$ cat src/rtl/core/mfp_pkg.sv
// Shared types and constants for the smallest-factorial-multiple block.
package mfp_pkg;

    localparam int unsigned NUM_W    = 16;
    localparam int unsigned RES_W    = 32;
    localparam int unsigned TABLE_MAX = 65535;

    // One query as it travels from the front end to the engine
    typedef struct packed {
        logic [NUM_W-1:0] number;
        logic [NUM_W-1:0] power;
        logic             trivial;
    } t_job;

    typedef enum logic [4:0] {
        S_INIT,
        S_SV_I,
        S_SV_IC,
        S_SV_JR,
        S_SV_JC,
        S_IDLE,
        S_FAC,
        S_SPFW,
        S_TD,
        S_TDW,
        S_EDIV,
        S_EDW,
        S_GOAL,
        S_HI,
        S_BS,
        S_LG,
        S_LGW,
        S_OUT
    } t_state;

endpackage

$ cat src/rtl/core/mfp_front.sv
// Front end: accepts queries, flags trivial ones and queues them for the engine.
module mfp_front (
    input  logic                      i_clk,
    input  logic                      i_rst_n,
    input  logic                      i_enable,
    input  logic                      i_valid,
    output logic                      o_ready,
    input  logic [mfp_pkg::NUM_W-1:0] i_number,
    input  logic [mfp_pkg::NUM_W-1:0] i_power,
    output logic                      o_job_valid,
    input  logic                      i_job_ready,
    output mfp_pkg::t_job             o_job
);

    mfp_pkg::t_job r_q [2];
    logic          r_wp;
    logic          r_rp;
    logic [1:0]    r_cnt;
    logic          push;
    logic          pop;
    mfp_pkg::t_job in_job;

    // Classify the incoming beat
    always_comb begin
        in_job.number  = i_number;
        in_job.power   = i_power;
        in_job.trivial = (i_number < 16'd2) || (i_power == '0);
    end

    assign o_ready     = i_enable && (r_cnt != 2'd2);
    assign push        = i_valid && o_ready;
    assign o_job_valid = (r_cnt != 2'd0);
    assign pop         = o_job_valid && i_job_ready;
    assign o_job       = r_q[r_rp];

    // Hold queue entries
    always_ff @(posedge i_clk) begin
        if (push) begin
            r_q[r_wp] <= in_job;
        end
    end

    // Advance pointers and fill count
    always_ff @(posedge i_clk) begin
        if (!i_rst_n) begin
            r_wp  <= 1'b0;
            r_rp  <= 1'b0;
            r_cnt <= 2'd0;
        end else begin
            if (push) begin
                r_wp <= ~r_wp;
            end
            if (pop) begin
                r_rp <= ~r_rp;
            end
            r_cnt <= r_cnt + 2'(push) - 2'(pop);
        end
    end

endmodule

$ cat config.mk
export PLATFORM = sky130hd
export DESIGN_NAME = mfp_front
export DESIGN_NICKNAME = d
export VERILOG_FILES = /design/src/rtl/core/mfp_pkg.sv /design/src/rtl/core/mfp_front.sv
export SDC_FILE = /design/constraint.sdc
export NUM_CORES = 1
export LEC_CHECK = 0
export BUFFER_PORTS_ARGS = -buffer_cell sky130_fd_sc_hd__buf_2
export CORE_ASPECT_RATIO = 1.25
export CORE_MARGIN = 2
export CORE_UTILIZATION = 52
export CTS_CLUSTER_SIZE = 12
export DETAILED_ROUTE_END_ITERATION = 7
export PLACE_DENSITY = 0.78
export RECOVER_POWER = 50
export SLEW_MARGIN = 20
export SYNTH_ARGS = -nofsm -noshare
export SYNTH_HDL_FRONTEND = slang
export SYNTH_SLANG_ARGS = --single-unit
$ cat constraint.sdc
create_clock -name i_clk -period 3.1 [get_ports i_clk]
set_clock_uncertainty 0.1 [all_clocks]
set_input_delay 0.31 -clock i_clk [delete_from_list [all_inputs] [get_ports i_clk]]
set_output_delay 0.31 -clock i_clk [all_outputs]
set_load 0.02 [all_outputs]
==> results of run 1 <==
==> where the power goes <==
group	internal [mW]	total, mW	switching, mW
Sequential	1.13	1.18	0.0480
Clock	0.537	0.878	0.342
Combinational	0.286	0.632	0.346
Total	1.96	2.69	0.736
==> metrics by stage <==
| step | hold slack [ns] | std cells | utilization | power, mW | setup slack [ns] |
|---|---|---|---|---|---|
| after global routing | 0.0389 | 289 | 0.636 | 2.80 | 0.712 |
| final | 0.0654 | 289 | 0.636 | 2.69 | 0.824 |
| after global placement | 0.402 | 273 | 0.606 | 1.87 | 1.32 |
| after detailed placement | 0.411 | 273 | 0.606 | 1.88 | 1.28 |
| after floorplan | 0.309 | 140 | - | 1.74 | 0.661 |
| after CTS | 0.0498 | 289 | 0.652 | 2.76 | 0.949 |
==> kinds of logic after synthesis <==
family	Yosys count	synth area share
AOI/OAI and AO/OA	3	0.0131
xor gates and xnor gates	3	0.00919
adders and majority gates	2	0.00875
buffers and inverters	7	0.0289
DFF	71	0.728
muxes	34	0.173
and+or+nand+nor	20	0.0389
==> state kept, by name (all words and copies together), names as in the netlist, named ones only <==
signal	flops
r_q	66
r_rp	1
r_wp	1
r_cnt	2
==> cell usage after synthesis <==
library cell / count
and2_1: 2
buf_12: 3
buf_6: 1
dfxtp_1: 5
edfxtp_1: 66
ha_1: 2
inv_1: 2
inv_2: 1
mux2_2: 3
mux2_4: 30
mux2i_1: 1
nand2_1: 3
nand4_1: 2
nor2_1: 2
nor2b_1: 2
nor3_1: 1
nor4_1: 7
o211ai_4: 1
o21a_1: 1
o21a_2: 1
or2_2: 1
xnor2_1: 3
==> how the worst min path moves through the flow <==
stage / endpoint / slack, ns / cells after the start
after global routing: r_q[1][17] / 0.04 / 1
after global placement: r_wp / 0.40 / 2
after floorplan: r_q[0][10] / 0.31 / 0
final: r_q[0][17] / 0.07 / 1
after detailed placement: r_wp / 0.41 / 2
after CTS: r_q[0][17] / 0.05 / 1
==> layer usage <==
metal,GRT usage,up-vias
li1,-,705
met1,0.174,703
met2,0.276,58
met3,0.0683,8
met4,0.0822,0
met5,0,-
==> worst max-delay path: cells and delay by family (launching register included) <==
kind                   cells  cell delay (ns)
buffers and inverters      2             0.49
flip-flops                 1             0.68
multiplexers               1             0.35
==> area by class of cell <==
cell class / count / share of cell area
inverter: 3 / 0.00330
tap: 64 / 0.0234
clock buffer: 9 / 0.0363
clock inverter: 7 / 0.0352
multi-input combinational: 62 / 0.196
timing repair buffer: 73 / 0.0963
sequential: 71 / 0.610
==> results_dict.tcl, run 1 <==
set metrics [dict create \
    outcome "finished clean" \
    diodes 0 \
    cts_tree "done" \
    vdd_ir_drop_max_mv 0.633 \
    fin_crit_sh 0.734 \
    drcViolationCount 0 \
    postCtsHoldBufs 0 \
    clock-sinks 71 \
    fin_area_sq_mm 0.00342 \
    route.met3.wl_um 284 \
    synth-seq-cells 71 \
    ys_types 22 \
    wirelength_um 4760 \
    crit_path_end "o_job[32]" \
    crit_chain "buf_4 > mux2_2 > buf_2" \
    cts_root_buffer "clkbuf_8" \
    slew_headroom 0.379 \
    cts.repair.resized 0 \
    grt_start_max_net_pins 34 \
    io_buffer_count 71 \
    finalMaxSlewViolations 0 \
    final_common_cell "edfxtp_1" \
    drive_gt1_frac 0.382 \
    seq_area_sq_mm 0.00208 \
    wl_met1_um 1840 \
    top_layer "met4" \
    met2WireLength_um 2570 \
    grt_pass1_wl_um 7130 \
    finalSetupTns_ns 0 \
    critPathKind "register to primary output" \
    cp_max_fo 12 \
    vias_per_cell 5.10 \
    setup_viol 0 \
    syn_area_sq_mm 0.00286 \
    synthCells 140 \
    clk_pin_slew_ns 0.07 \
    cp_slowest_stage_delay_ns 0.68 \
    min-delay-start "i_number[0]" \
    leakage_nw 1.25 \
    grt.total_usage 0.163 \
    placed_area_sq_mm 0.00325 \
    max_freq_mhz 439 \
    hold_viol 0 \
    dpl.hpwl_um 3240 \
    routabilityCongestion 0.759 \
    netlist.area_leader.share 0.693 \
    mostFrequentLayoutCells "66 x edfxtp_1, 38 x buf_2, 33 x clkbuf_1, 23 x mux2_4, 9 x clkbuf_8" \
    syn_avg_cell_area_sq_um 20.4 \
    clk_latency_ns 0.34 \
    arrival_ns 1.87 \
    power_density_mw_per_mm2 788 \
    drt_first_pass_iters 4 \
    tightest_slew_ns 0.930 \
    wire_per_inst_um 16.5 \
    die_area_sq_mm 0.00611 \
    end_kind "primary output" \
    fp.dieW_um 70.3 \
    reg2reg_from "r_cnt[1]" \
    clockBufferDepth 2 \
    grt_pass1_vias 1489 \
    vias 1474 \
    crit_slowest_cell "dfxtp_1" \
    netlist_top_cells_area "edfxtp_1 69%, mux2_4 16%, dfxtp_1 3.5%, buf_12 2.1%, nor4_1 1.5%" \
    core_sq_mm 0.00537 \
    grt_antenna_before_repair 0 \
    ant_nets 0 \
    reg2reg_depth 8 \
    ys_seq_area_frac 0.728 \
    critical_path_required_ns 2.69 \
    gr-total-overflow 0 \
    die_h_um 86.9 \
    yosysWarnings 0 \
    final.fill_count 394 \
    std_cell_rows 30 \
    start_util 0.533 \
    final.min_clock_period_ns 2.28 \
    rsz0062_at_grt "false" \
    nets 259 \
    drt_iter0_markers 90 \
    post_cts_buffers 0 \
    setup.worst_path.start_class "register" \
    multi_input_area_sq_um 669 \
    pin_count 72 \
    r2r_end "r_cnt[1]" \
    min_path_type "input pin to register" \
    synth_fp_nets 179 \
    synth.largest_area_cell "edfxtp_1" \
    cts_buffers 9 \
    syn_to_final_growth_pct 19.5 \
    htree_levels 3 \
    maxCapViolations 0 \
    rrSetupSlack_ns 0.98 \
]
Power figures use the tool's default switching activity.
==> inputs of run 2 (changes only) <==
==> constraint.sdc (replaced) <==
create_clock -name i_clk -period 2.3 [get_ports i_clk]
set_clock_uncertainty 0.1 [all_clocks]
set_input_delay 0.23 -clock i_clk [delete_from_list [all_inputs] [get_ports i_clk]]
set_output_delay 0.23 -clock i_clk [all_outputs]
set_load 0.02 [all_outputs]
==> results_dict.tcl, run 2 (synthesis results as in run 1) <==
set metrics [dict create \
    cts_root_buffer "clkbuf_8" \
    grt_start_max_net_pins 34 \
    drcViolationCount 0 \
    start_util 0.533 \
    drt_iter0_markers 84 \
    syn_to_final_growth_pct 29.7 \
    fp.dieW_um 70.3 \
    grt.total_usage 0.165 \
    clockBufferDepth 2 \
    use_met1 0.189 \
    wirelength_um 4810 \
    final_cells 320 \
    arrival_ns 1.69 \
    vias_per_cell 4.90 \
    htree_levels 3 \
    end_kind "primary output" \
    std_cell_rows 30 \
    leakage_nw 1.38 \
    use_met3 0.0498 \
    cp_slowest_stage_delay_ns 0.58 \
    ant_nets 0 \
    min_path_type "input pin to register" \
    finalSetupTns_ns 0 \
    vias 1567 \
    cts_buffers 9 \
    power_density_mw_per_mm2 930 \
    cts_tree "done" \
    post_cts_buffers 0 \
    die_h_um 86.9 \
    cts.repair.resized 0 \
    worst_slack_ns 0.278 \
    die_area_sq_mm 0.00611 \
    p_total_mw 3.45 \
    tightest_slew_ns 0.879 \
    place_ws_ns 0.485 \
    maxCapViolations 0 \
    vdd_ir_drop_max_mv 0.659 \
    critical_path_required_ns 1.97 \
    dpl.hpwl_um 3210 \
    clock-sinks 71 \
    crit_family "flip-flops" \
    pin_count 72 \
    max_flop_register "r_q" \
    outcome "finished clean" \
    max_freq_mhz 495 \
    slew_headroom 0.414 \
    largest_reg_flops 66 \
    crit_chain "buf_4 > mux2_2 > buf_2" \
    clk_latency_ns 0.32 \
    grt_pass1_wl_um 7340 \
    routabilityCongestion 0.741 \
    nets 290 \
    fin_util 0.691 \
    mostFrequentLayoutCells "66 x edfxtp_1, 38 x buf_2, 36 x clkbuf_1, 30 x mux2_4, 29 x dlygate4sd3_1" \
    cp_max_fo 12 \
    drive_gt1_frac 0.363 \
    core_sq_mm 0.00537 \
    final.min_clock_period_ns 2.02 \
    drt_first_pass_iters 4 \
    finalMaxSlewViolations 0 \
    hold_viol 0 \
    grt_busiest_layer "met2" \
    cp.buffers_inverters 2 \
    clk_pin_slew_ns 0.07 \
    rsz0062_at_grt "false" \
    critPathKind "register to primary output" \
    grt_pass1_vias 1551 \
    diodes 0 \
    setup.worst_path.start_class "register" \
    setup_viol 0 \
    fin_crit_sh 0.879 \
    placedCellCount 275 \
    io_buffer_count 71 \
    reg_top3 "r_q: 66 flops, r_cnt: 2 flops" \
    crit_slowest_cell "dfxtp_2" \
    grt_antenna_before_repair 0 \
    wire_per_inst_um 15.0 \
    met2_usage 0.282 \
    gr-total-overflow 0 \
    final_common_cell "edfxtp_1" \
]
run 2: layout make-up:
class                      instances  area [sq um]
timing repair buffer             104           642
fill                             376          1660
clock buffer                      12           135
tap                               64          80.1
multi-input combinational         62           709
inverter                           3          11.3
clock inverter                     4          46.3
sequential                        71          2080
run 2: path summary, 6_finish.rpt:
check	end	startpoint	depth (start not counted)	slack (ns)
min reg2reg	r_wp	r_wp	2	0.43
min	r_q[0][7]	i_power[6]	1	0.06
max	o_job[0]	register	3	0.28
max reg2reg	r_q[0][11]	r_cnt[1]	4	0.44
run 2: repair_timing:
item,in CTS,in global routing
hold buffers,29,0
hold endpoints to repair,57,0
endpoints found under the setup margin,0,0
run 2: metal layers:
metal | routed length (um) | vias up
met5 | 0 | -
met4 | 90 | 0
met3 | 235 | 7
met2 | 2610 | 44
met1 | 1870 | 746
li1 | - | 770
run 2: power breakdown:
group          leakage (nW)  switching, mW  internal [mW]
Combinational         0.641          0.479          0.464
Sequential            0.647         0.0755           1.53
Clock                0.0880          0.404          0.497
run 2: per-stage QoR:
| stage | hold WS, ns | instance area (sq um) |
|---|---|---|
| 5_1_grt | 0.0581 | 3710 |
| 3_3_place_gp | 0.328 | 3280 |
| 3_5_place_dp | 0.331 | 3280 |
| 2_1_floorplan | 0.229 | 2860 |
| 6_report | 0.0605 | 3710 |
| 4_1_cts | 0.00135 | 3750 |
==> inputs of run 3 (changes only) <==
--- a/config.mk
+++ b/config.mk
@@ -8,11 +8,12 @@
 export BUFFER_PORTS_ARGS = -buffer_cell sky130_fd_sc_hd__buf_2
 export CORE_ASPECT_RATIO = 1.25
 export CORE_MARGIN = 2
-export CORE_UTILIZATION = 52
+export CORE_UTILIZATION = 47
 export CTS_CLUSTER_SIZE = 12
 export DETAILED_ROUTE_END_ITERATION = 7
-export PLACE_DENSITY = 0.78
+export PLACE_DENSITY = 0.84
 export RECOVER_POWER = 50
+export SETUP_SLACK_MARGIN = 0.1
 export SLEW_MARGIN = 20
 export SYNTH_ARGS = -nofsm -noshare
 export SYNTH_HDL_FRONTEND = slang
==> constraint.sdc (replaced) <==
create_clock -name i_clk -period 1.8 [get_ports i_clk]
set_clock_uncertainty 0.1 [all_clocks]
set_input_delay 0.18 -clock i_clk [delete_from_list [all_inputs] [get_ports i_clk]]
set_output_delay 0.18 -clock i_clk [all_outputs]
set_load 0.02 [all_outputs]
==> results_dict.tcl, run 3 (synthesis results as in run 1) <==
set metrics [dict create \
    outcome "finished clean" \
    clock-sinks 71 \
    power_density_mw_per_mm2 1260 \
    vdd_ir_drop_max_mv 0.931 \
    cts_root_buffer "clkbuf_8" \
    cts_buffers 9 \
    setup.worst_path.start_class "register" \
    vias 1671 \
    critical_path_required_ns 1.52 \
    grt_antenna_before_repair 0 \
    drive_gt1_frac 0.401 \
    finalMaxSlewViolations 0 \
    htree_levels 3 \
    rsz0062_at_grt "true" \
    gr-total-overflow 0 \
    finalSetupTns_ns 0 \
    tightest_slew_ns 0.444 \
    leakage_nw 1.56 \
    seq_area_sq_mm 0.00209 \
    reg_top3 "r_q: 66 flops, r_cnt: 2 flops" \
    core_sq_mm 0.00586 \
    diodes 0 \
    end_kind "primary output" \
    clk_latency_ns 0.33 \
    cts_tree "done" \
    grt_pass1_wl_um 8190 \
    grt_pass1_vias 1746 \
    drcViolationCount 0 \
    start_util 0.488 \
    io_buffer_count 71 \
    arrival_ns 1.42 \
    mostFrequentLayoutCells "66 x edfxtp_1, 33 x clkbuf_1, 32 x mux2_4, 32 x dlygate4sd3_1, 28 x buf_6" \
    grt.total_usage 0.167 \
    vias_per_cell 4.79 \
    placed_area_sq_mm 0.00336 \
    maxCapViolations 0 \
    clk_pin_slew_ns 0.07 \
    multi_input_area_sq_um 719 \
    die_h_um 91.2 \
    std_cell_rows 31 \
    hold_viol 0 \
    syn_to_final_growth_pct 45.3 \
    final.fill_count 390 \
    pin_count 72 \
    die_area_sq_mm 0.00673 \
    fp.dieW_um 73.8 \
    critPathKind "register to primary output" \
    p_total_mw 5.24 \
    setup_viol 0 \
    max_freq_mhz 588 \
    final.min_clock_period_ns 1.70 \
    ant_nets 0 \
    place_ws_ns 0.0763 \
    nets 301 \
    wire_per_inst_um 16.6 \
    fin_crit_sh 0.945 \
    min_path_type "input pin to register" \
    grt_start_max_net_pins 26 \
    drt_first_pass_iters 4 \
    clockBufferDepth 2 \
    cp_max_fo 8 \
    wirelength_um 5790 \
    drt_iter0_markers 109 \
    routabilityCongestion 0.794 \
    dpl.hpwl_um 3330 \
    slew_headroom 0.702 \
    final_common_cell "edfxtp_1" \
    fin_area_sq_mm 0.00415 \
    worst_slack_ns 0.0984 \
    max_flop_register "r_q" \
    largest_reg_flops 66 \
]
-- run 3: cell types whose count changed in the layout (fill, tap and decap cells not counted), sizes merged --
cell,delta
buf,+4
dlygate4sd3,+3
inv,+3
bufinv,+2
clkbuf,+1
clkinv,-1
clkinvlp,-1
-- run 3: critical path, cell delays in order (launching register included) --
cell	delay, ns
dfxtp_4	0.44
clkbuf_16	0.20
mux2_4	0.32
buf_6	0.14
-- run 3: worst paths after layout --
kind	slack (ns)	depth (start not counted)	start	endpoint
max	0.1	3	register	o_job[11]
min	0.03	2	i_rst_n	register
max reg2reg	0.12	8	r_cnt[1]	r_cnt[1]
min reg2reg	0.38	2	r_wp	r_wp
-- run 3: per-stage QoR --
step / hold WS, ns / cells / utilization
floorplan: 0.179 / 140 / -
global placement: 0.276 / 296 / 0.574
detailed placement: 0.279 / 296 / 0.574
CTS: 0.0107 / 346 / 0.677
global route: 0.0407 / 349 / 0.709
finish: 0.0281 / 349 / 0.709
-- run 3: cell type report --
cell class	count	share of cell area
inverters	3	0.00271
flip-flops and latches	71	0.502
clock buffers	9	0.0298
repair buffers	115	0.237
multi-input cells	62	0.173
well taps	82	0.0247
clock inverters	7	0.0307
-- run 3: repair_timing --
item                                    in CTS  in global routing
hold buffers                                32                  0
resized for setup                            4                 61
hold endpoints to repair                    64                  0
cloned                                       0                  3
setup buffers                                2                  0
endpoints found under the setup margin       3                 16
-- run 3: metal layers --
layer / up-vias / GRT usage / share of wire
met2: 67 / 0.304 / 0.57
met3: 12 / 0.0344 / 0.046
li1: 791 / - / -
met4: 0 / 0.0818 / 0.021
met5: - / 0 / 0
met1: 801 / 0.174 / 0.36
-- run 3: power by group --
| part | total, mW | switching [mW] | internal (mW) |
|---|---|---|---|
| sequential | 2.03 | 0.0788 | 1.95 |
| clock | 1.54 | 0.600 | 0.941 |
| combinational | 1.67 | 0.739 | 0.929 |
